### src/albs_pkg.sv
// package for the addressable led bit stream core
// holds command and register codes, word types and the sequencer state type
// no dependencies
package albs_pkg;

  localparam int BITS_PER_LED = 24;
  localparam logic [4:0] LED_MSB = 5'd23;

  localparam logic [1:0] CMD_STORE_COLOR = 2'd0;
  localparam logic [1:0] CMD_REFRESH     = 2'd1;
  localparam logic [1:0] CMD_TICK        = 2'd2;

  localparam int CFG_AW = 3;
  localparam int CFG_DW = 16;

  localparam logic [CFG_AW-1:0] REG_ENABLED   = 3'd0;
  localparam logic [CFG_AW-1:0] REG_ZERO_DUTY = 3'd1;
  localparam logic [CFG_AW-1:0] REG_ONE_DUTY  = 3'd2;
  localparam logic [CFG_AW-1:0] REG_LEAD      = 3'd3;
  localparam logic [CFG_AW-1:0] REG_TAIL      = 3'd4;

  localparam logic [7:0] SLOTS_RESET = 8'd90;

  typedef struct packed {
    logic [1:0]  cmd;
    logic [9:0]  led_index;
    logic [23:0] color;
  } in_word_t;

  typedef struct packed {
    logic [15:0] duty;
    logic        data_slot;
    logic        loop_end;
    logic        accepted;
  } out_word_t;

  typedef enum logic [3:0] {
    ST_CLEAR,
    ST_IDLE,
    ST_EXEC,
    ST_COPY,
    ST_STEP,
    ST_DIV,
    ST_FETCH,
    ST_READ,
    ST_DONE
  } state_t;

endpackage

### src/albs_ram.sv
// generic single write port, single read port ram with registered read data
// no dependencies
module albs_ram #(
  parameter int WIDTH = 24,
  parameter int DEPTH = 64
) (
  input  logic                                       clk,
  input  logic                                       wr_en,
  input  logic [(DEPTH > 1 ? $clog2(DEPTH) : 1)-1:0] wr_addr,
  input  logic [WIDTH-1:0]                           wr_data,
  input  logic [(DEPTH > 1 ? $clog2(DEPTH) : 1)-1:0] rd_addr,
  output logic [WIDTH-1:0]                           rd_data
);

  logic [WIDTH-1:0] mem [DEPTH];

  always_ff @(posedge clk) begin
    if (wr_en) begin
      mem[wr_addr] <= wr_data;
    end
    rd_data <= mem[rd_addr];
  end

endmodule

### src/addressable_led_bit_stream_core.sv
// Addressable RGB LED bit-slot streamer. One word in gives one word out. After reset a
// clearing pass zeroes both color stores, during which no word is taken. A color
// write, a refused refresh, a disabled tick or an unused command goes straight to the
// result word. A refresh copies the staged store into the active store one entry per
// cycle over the ram ports, so the stream never shows a half-updated frame. A reset
// slot tick only steps the slot position; a data slot tick finds the led and its bit
// by the bit-serial division of the data slot offset by 24, then does the registered
// read of the active store. A stalled result word holds the core until it is taken.
// Depends on albs_pkg and albs_ram.
module addressable_led_bit_stream_core
  import albs_pkg::*;
#(
  parameter int LED_COUNT = 64
) (
  input  logic              clk,
  input  logic              rst,
  input  logic              in_valid,
  output logic              in_ready,
  input  in_word_t          in_data,
  output logic              out_valid,
  input  logic              out_ready,
  output out_word_t         out_data,
  input  logic              cfg_we,
  input  logic [CFG_AW-1:0] cfg_addr,
  input  logic [CFG_DW-1:0] cfg_wdata
);

  localparam int AW       = LED_COUNT > 1 ? $clog2(LED_COUNT) : 1;
  localparam int CW       = $clog2(LED_COUNT + 1);
  localparam int DATA_LEN = LED_COUNT * BITS_PER_LED;
  localparam int DW       = $clog2(DATA_LEN);
  localparam int DCW      = DW > 1 ? $clog2(DW) : 1;

  state_t          state, state_next;
  logic [CW-1:0]   cnt, cnt_next;
  logic [DCW-1:0]  dcnt, dcnt_next;
  logic            enabled, enabled_next;
  logic [15:0]     zero_duty, zero_duty_next;
  logic [15:0]     one_duty, one_duty_next;
  logic [7:0]      lead_slots, lead_slots_next;
  logic [7:0]      tail_slots, tail_slots_next;
  logic [15:0]     slot_position, slot_position_next;
  in_word_t        req, req_next;
  logic [DW-1:0]   dsh, dsh_next;
  logic [4:0]      rem, rem_next;
  logic [AW-1:0]   quo, quo_next;
  out_word_t       res, res_next;
  out_word_t       out_q, out_q_next;
  logic            out_v, out_v_next;

  logic            stg_we, act_we;
  logic [AW-1:0]   stg_waddr, act_waddr;
  logic [23:0]     stg_wdata, act_wdata;
  logic [23:0]     stg_rdata, act_rdata;

  logic [16:0]     total;
  logic [15:0]     data_end;
  logic [15:0]     offset;
  logic [5:0]      trial;
  logic            q_bit;
  logic [23:0]     grb;
  logic [4:0]      bit_pos;

  albs_ram #(.WIDTH(24), .DEPTH(LED_COUNT)) u_staged (
    .clk     (clk),
    .wr_en   (stg_we),
    .wr_addr (stg_waddr),
    .wr_data (stg_wdata),
    .rd_addr (cnt[AW-1:0]),
    .rd_data (stg_rdata)
  );

  albs_ram #(.WIDTH(24), .DEPTH(LED_COUNT)) u_active (
    .clk     (clk),
    .wr_en   (act_we),
    .wr_addr (act_waddr),
    .wr_data (act_wdata),
    .rd_addr (quo),
    .rd_data (act_rdata)
  );

  assign total    = {9'd0, lead_slots} + 17'(DATA_LEN) + {9'd0, tail_slots};
  assign data_end = {8'd0, lead_slots} + 16'(DATA_LEN);
  assign offset   = slot_position - {8'd0, lead_slots};
  assign trial    = {rem, dsh[DW-1]};
  assign q_bit    = (trial >= 6'(BITS_PER_LED));
  // stored as rrggbb, sent as ggrrbb
  assign grb      = {act_rdata[15:8], act_rdata[23:16], act_rdata[7:0]};
  assign bit_pos  = LED_MSB - rem;

  assign in_ready  = (state == ST_IDLE);
  assign out_valid = out_v;
  assign out_data  = out_q;

  always_ff @(posedge clk) begin
    if (rst) begin
      state         <= ST_CLEAR;
      cnt           <= '0;
      dcnt          <= '0;
      enabled       <= 1'b0;
      zero_duty     <= '0;
      one_duty      <= '0;
      lead_slots    <= SLOTS_RESET;
      tail_slots    <= SLOTS_RESET;
      slot_position <= '0;
      out_v         <= 1'b0;
    end else begin
      state         <= state_next;
      cnt           <= cnt_next;
      dcnt          <= dcnt_next;
      enabled       <= enabled_next;
      zero_duty     <= zero_duty_next;
      one_duty      <= one_duty_next;
      lead_slots    <= lead_slots_next;
      tail_slots    <= tail_slots_next;
      slot_position <= slot_position_next;
      out_v         <= out_v_next;
    end
    req   <= req_next;
    dsh   <= dsh_next;
    rem   <= rem_next;
    quo   <= quo_next;
    res   <= res_next;
    out_q <= out_q_next;
  end

  always_comb begin
    state_next         = state;
    cnt_next           = cnt;
    dcnt_next          = dcnt;
    enabled_next       = enabled;
    zero_duty_next     = zero_duty;
    one_duty_next      = one_duty;
    lead_slots_next    = lead_slots;
    tail_slots_next    = tail_slots;
    slot_position_next = slot_position;
    req_next           = req;
    dsh_next           = dsh;
    rem_next           = rem;
    quo_next           = quo;
    res_next           = res;
    out_q_next         = out_q;
    out_v_next         = out_v;
    stg_we             = 1'b0;
    stg_waddr          = req.led_index[AW-1:0];
    stg_wdata          = req.color;
    act_we             = 1'b0;
    act_waddr          = cnt[AW-1:0];
    act_wdata          = '0;

    if (cfg_we) begin
      case (cfg_addr)
        REG_ENABLED:   enabled_next    = cfg_wdata[0];
        REG_ZERO_DUTY: zero_duty_next  = cfg_wdata;
        REG_ONE_DUTY:  one_duty_next   = cfg_wdata;
        REG_LEAD:      lead_slots_next = cfg_wdata[7:0];
        REG_TAIL:      tail_slots_next = cfg_wdata[7:0];
        default: ;
      endcase
    end

    if (out_v && out_ready) begin
      out_v_next = 1'b0;
    end

    case (state)
      ST_CLEAR: begin
        stg_we    = 1'b1;
        stg_waddr = cnt[AW-1:0];
        stg_wdata = '0;
        act_we    = 1'b1;
        if (cnt == CW'(LED_COUNT - 1)) begin
          cnt_next   = '0;
          state_next = ST_IDLE;
        end else begin
          cnt_next = cnt + CW'(1);
        end
      end

      ST_IDLE: begin
        if (in_valid) begin
          req_next   = in_data;
          state_next = ST_EXEC;
        end
      end

      ST_EXEC: begin
        res_next   = '0;
        state_next = ST_DONE;
        case (req.cmd)
          CMD_STORE_COLOR: begin
            if ({1'b0, req.led_index} < 11'(LED_COUNT)) begin
              stg_we            = 1'b1;
              res_next.accepted = 1'b1;
            end
          end
          CMD_REFRESH: begin
            if (enabled) begin
              res_next.accepted = 1'b1;
              cnt_next          = '0;
              state_next        = ST_COPY;
            end
          end
          CMD_TICK: begin
            res_next.accepted = 1'b1;
            if (enabled) begin
              // position left past the loop by a shorter lead or tail restarts it
              if ({1'b0, slot_position} >= total) begin
                slot_position_next = '0;
              end
              state_next = ST_STEP;
            end
          end
          default: ;
        endcase
      end

      ST_COPY: begin
        // read entry cnt, write entry cnt - 1 from the previous read
        act_we    = (cnt != '0);
        act_waddr = AW'(cnt - CW'(1));
        act_wdata = stg_rdata;
        if (cnt == CW'(LED_COUNT)) begin
          cnt_next   = '0;
          state_next = ST_DONE;
        end else begin
          cnt_next = cnt + CW'(1);
        end
      end

      ST_STEP: begin
        if ({1'b0, slot_position} == total - 17'd1) begin
          res_next.loop_end  = 1'b1;
          slot_position_next = '0;
        end else begin
          slot_position_next = slot_position + 16'd1;
        end
        if (slot_position >= {8'd0, lead_slots} && slot_position < data_end) begin
          dsh_next   = offset[DW-1:0];
          rem_next   = '0;
          quo_next   = '0;
          dcnt_next  = '0;
          state_next = ST_DIV;
        end else begin
          state_next = ST_DONE;
        end
      end

      ST_DIV: begin
        // restoring division by 24, one quotient bit per cycle
        if (q_bit) begin
          rem_next = 5'(trial - 6'(BITS_PER_LED));
        end else begin
          rem_next = trial[4:0];
        end
        quo_next = AW'({quo, q_bit});
        dsh_next = dsh << 1;
        if (dcnt == DCW'(DW - 1)) begin
          state_next = ST_FETCH;
        end else begin
          dcnt_next = dcnt + DCW'(1);
        end
      end

      ST_FETCH: begin
        // quo is final now, the active store read is under way
        state_next = ST_READ;
      end

      ST_READ: begin
        // active store data for led quo arrives here
        res_next.data_slot = 1'b1;
        res_next.duty      = grb[bit_pos] ? one_duty : zero_duty;
        state_next         = ST_DONE;
      end

      ST_DONE: begin
        if (!out_v || out_ready) begin
          out_q_next = res;
          out_v_next = 1'b1;
          state_next = ST_IDLE;
        end
      end

      default: state_next = ST_IDLE;
    endcase
  end

endmodule
### config.mk
export PLATFORM = sky130hd
export DESIGN_NAME = addressable_led_bit_stream_core
export DESIGN_NICKNAME = d
export VERILOG_FILES = /design/src/albs_pkg.sv /design/src/albs_ram.sv /design/src/addressable_led_bit_stream_core.sv
export SDC_FILE = /design/constraint.sdc
export NUM_CORES = 2
export LEC_CHECK = 0
export CORE_UTILIZATION = 50
export DETAILED_ROUTE_END_ITERATION = 8
export DONT_BUFFER_PORTS = 1
export PLACE_DENSITY_LB_ADDON = 0.1
export SYNTH_ARGS = -nofsm -noshare
export SYNTH_HDL_FRONTEND = slang
export SYNTH_SLANG_ARGS = --single-unit
### constraint.sdc
create_clock -name clk -period 6.25 [get_ports clk]
set_clock_uncertainty 0.15 [all_clocks]
set_input_delay 1.25 -clock clk [delete_from_list [all_inputs] [get_ports clk]]
set_output_delay 1.25 -clock clk [all_outputs]
set_load 0.01 [all_outputs]
==> results.cfg <==
[routing]
drt-initial-drc-count = 6411
vias = 57600
drtPass1Iterations = 6
drc = 0
ant_nets = 0
drt-total-wl_mm = 314
wire_per_inst_um = 33.8
vias_per_cell = 6.19

[setup_path]
cp_num_buf_inv = 1
r2r_slack_ns = 1.30
crit_path_cell_trace = nor4_2 -> buf_4 -> mux2i_1 -> nand3_1 -> nor2_4
r2r_cells = 5
cp.depth = 5
slowest_delay_ns = 1.19
cp_max_fo = 24
cp_top_family = simple AND/OR/NAND/NOR gates
worst_setup_path_end_kind = flop
startpoint_type = flop
crit_type = reg2reg
crit_start = state[3]
r2r-start = state[3]
reg2reg_to = u_staged.mem[39][17]
crit_path_top_delay_cell = nor2_4
crit_required_ns = 6.62
crit_arrival_ns = 5.32

[cts]
post_cts_resized = 0
postCtsSetupBuffers = 0
cts-root-buf = clkbuf_16
cts_tree = yes
cts_buffers = 351
insertion_delay_ns = 0.95
clockBufferDepth = 4
ctsHoldBuffers = 0
htreeDepth = 5
clock_sinks = 3297
clk_pin_slew_ns = 0.06

[floorplanning]
die_x_um = 505
core_area_mm2 = 0.251
pin_count = 81
die_y_um = 505
die_area_mm2 = 0.255
start_util = 0.503
rows = 184

[placed_design]
hpwl_mm = 182
place.gp.congestion = 0.828
dpl-instance-area_mm2 = 0.132
dpl.cell_count = 8678
pre_cts_ws_ns = 1.37
portBuffers = 0

[timing]
finalMaxSlewViolations = 0
fin_crit_sh = 0.792
worst_pin_slew_ns = 1.23
hold_viol_final = 0
grt_setup_unrepaired = false
setup_ws_ns = 1.30
min_period_ns = 4.95
maxSlewHeadroom = 0.177
setup_tns_ns = 0
fmax_mhz = 202
setup_viol = 0

[global_routing]
grt_overflow_total = 0
grt_usage = 0.249
grt_pass1_wl_mm = 445
grt_pass1_vias = 58300
antenna_found_initial = 15
grt_max_degree = 128

[power]
p_total_w = 0.0480
leakage_nw = 45.7
p_per_area_mw_per_mm2 = 335
peakVddDrop_mv = 0.240

[final_layout]
fin_nets = 5779
nFillCells = 18200
final_cells = 9296
layout-drive-gt1-share = 0.308
layout_commonest_cell = edfxtp_1
area_growth_pct = 13.0
final_cell_mix = edfxtp_1, mux4_2, clkbuf_16, nand2_1, nor2_4
fin_area_mm2 = 0.143

[synth]
synth_area_leaders = edfxtp_1, mux4_2, dfxtp_1
syn_area_mm2 = 0.127
yosys.area.top_type = edfxtp_1
async_flop_share = 0
synth_edf_count = 3168
synth_nets = 5571
synth_top_area_share = 0.752
synth_ff_type = edfxtp_1
synth-seq-area-share = 0.772
ys_warn_count = 0
ys_seq_elements = 3297
ys_types = 73
postSynthAreaPerCell_um2 = 23.1
synthesis.instances = 5475

[min_path]
hold_depth = 1
min_from = rst
holdPathEnd = enabled
hold_path_class = in2reg

[run_status]
run_status = completed

[flow_run]
max-cap-violations = 0
kinds of logic after synthesis:
family | count (synthesis) | share of synthesized area
AOI/OAI and AO/OA | 161 | 0.00783
xor gates and xnor gates | 41 | 0.00299
adders and majority gates | 36 | 0.00368
buffers and inverters | 313 | 0.00953
DFF | 3297 | 0.772
muxes | 1040 | 0.182
and+or+nand+nor | 587 | 0.0215
per-stage QoR:
step	hold WS [ns]	utilization
3_3_place_gp	0.251	0.525
5_1_grt	0.179	0.569
4_1_cts	0.158	0.569
3_5_place_dp	0.255	0.525
2_1_floorplan	0.250	-
6_report	0.233	0.569
synthesized netlist by cell type (all sizes together), types with 23 or more instances:
cell type	n
ha	34
dfxtp	129
and2	38
nand2	175
buf	95
xor2	23
a21oi	67
mux2i	29
nor2	212
nor2b	32
mux4	1010
o21ai	35
edfxtp	3168
clkbuf	181
inv	37
nand3	43
metal layers:
metal / vias up / global-route usage / wire, um
met4: 6 / 0.0694 / 8980
met3: 447 / 0.0348 / 18200
li1: 23600 / - / -
met5: - / 0 / 41
met2: 1961 / 0.396 / 154000
met1: 31500 / 0.364 / 133000
how the worst max path moves through the flow:
stage / end / slack (ns)
after floorplan: u_active.mem[32][0] / 2.21
after global placement: u_staged.mem[37][22] / 1.39
after detailed placement: u_staged.mem[37][20] / 1.37
after CTS: u_staged.mem[37][11] / 1.27
after global routing: u_staged.mem[37][11] / 1.13
final: u_staged.mem[39][17] / 1.30
area by class of cell:
cell class              count  area [um2]  share of cell area
diodes                     13        32.5            0.000228
multi-input cells        1865       28800               0.202
clock buffers             447        9390              0.0657
inverters                  37         146             0.00102
clock inverters           158        1540              0.0108
well taps                3348        4190              0.0293
flip-flops and latches   3297       97700               0.683
repair buffers            131        1150             0.00802
power breakdown:
group	total (W)	switching [W]	leakage (nW)	internal [W]
combinational	0.00330	0.00191	9.37	0.00139
sequential	0.0247	0.000188	30.9	0.0245
clock	0.0200	0.00830	5.38	0.0117
sequential cells by signal (all words and copies together) (netlist names), 6 cells and up:
signal            count
lead_slots            8
u_staged.rd_data     24
u_staged.mem       1536
req                  36
tail_slots            8
res                  19
u_active.rd_data     24
out_data             19
zero_duty            16
one_duty             16
u_active.mem       1536
cnt                   7
dsh                  11
quo                   6
slot_position        16
Note: power is estimated with default switching activity, not from simulation.
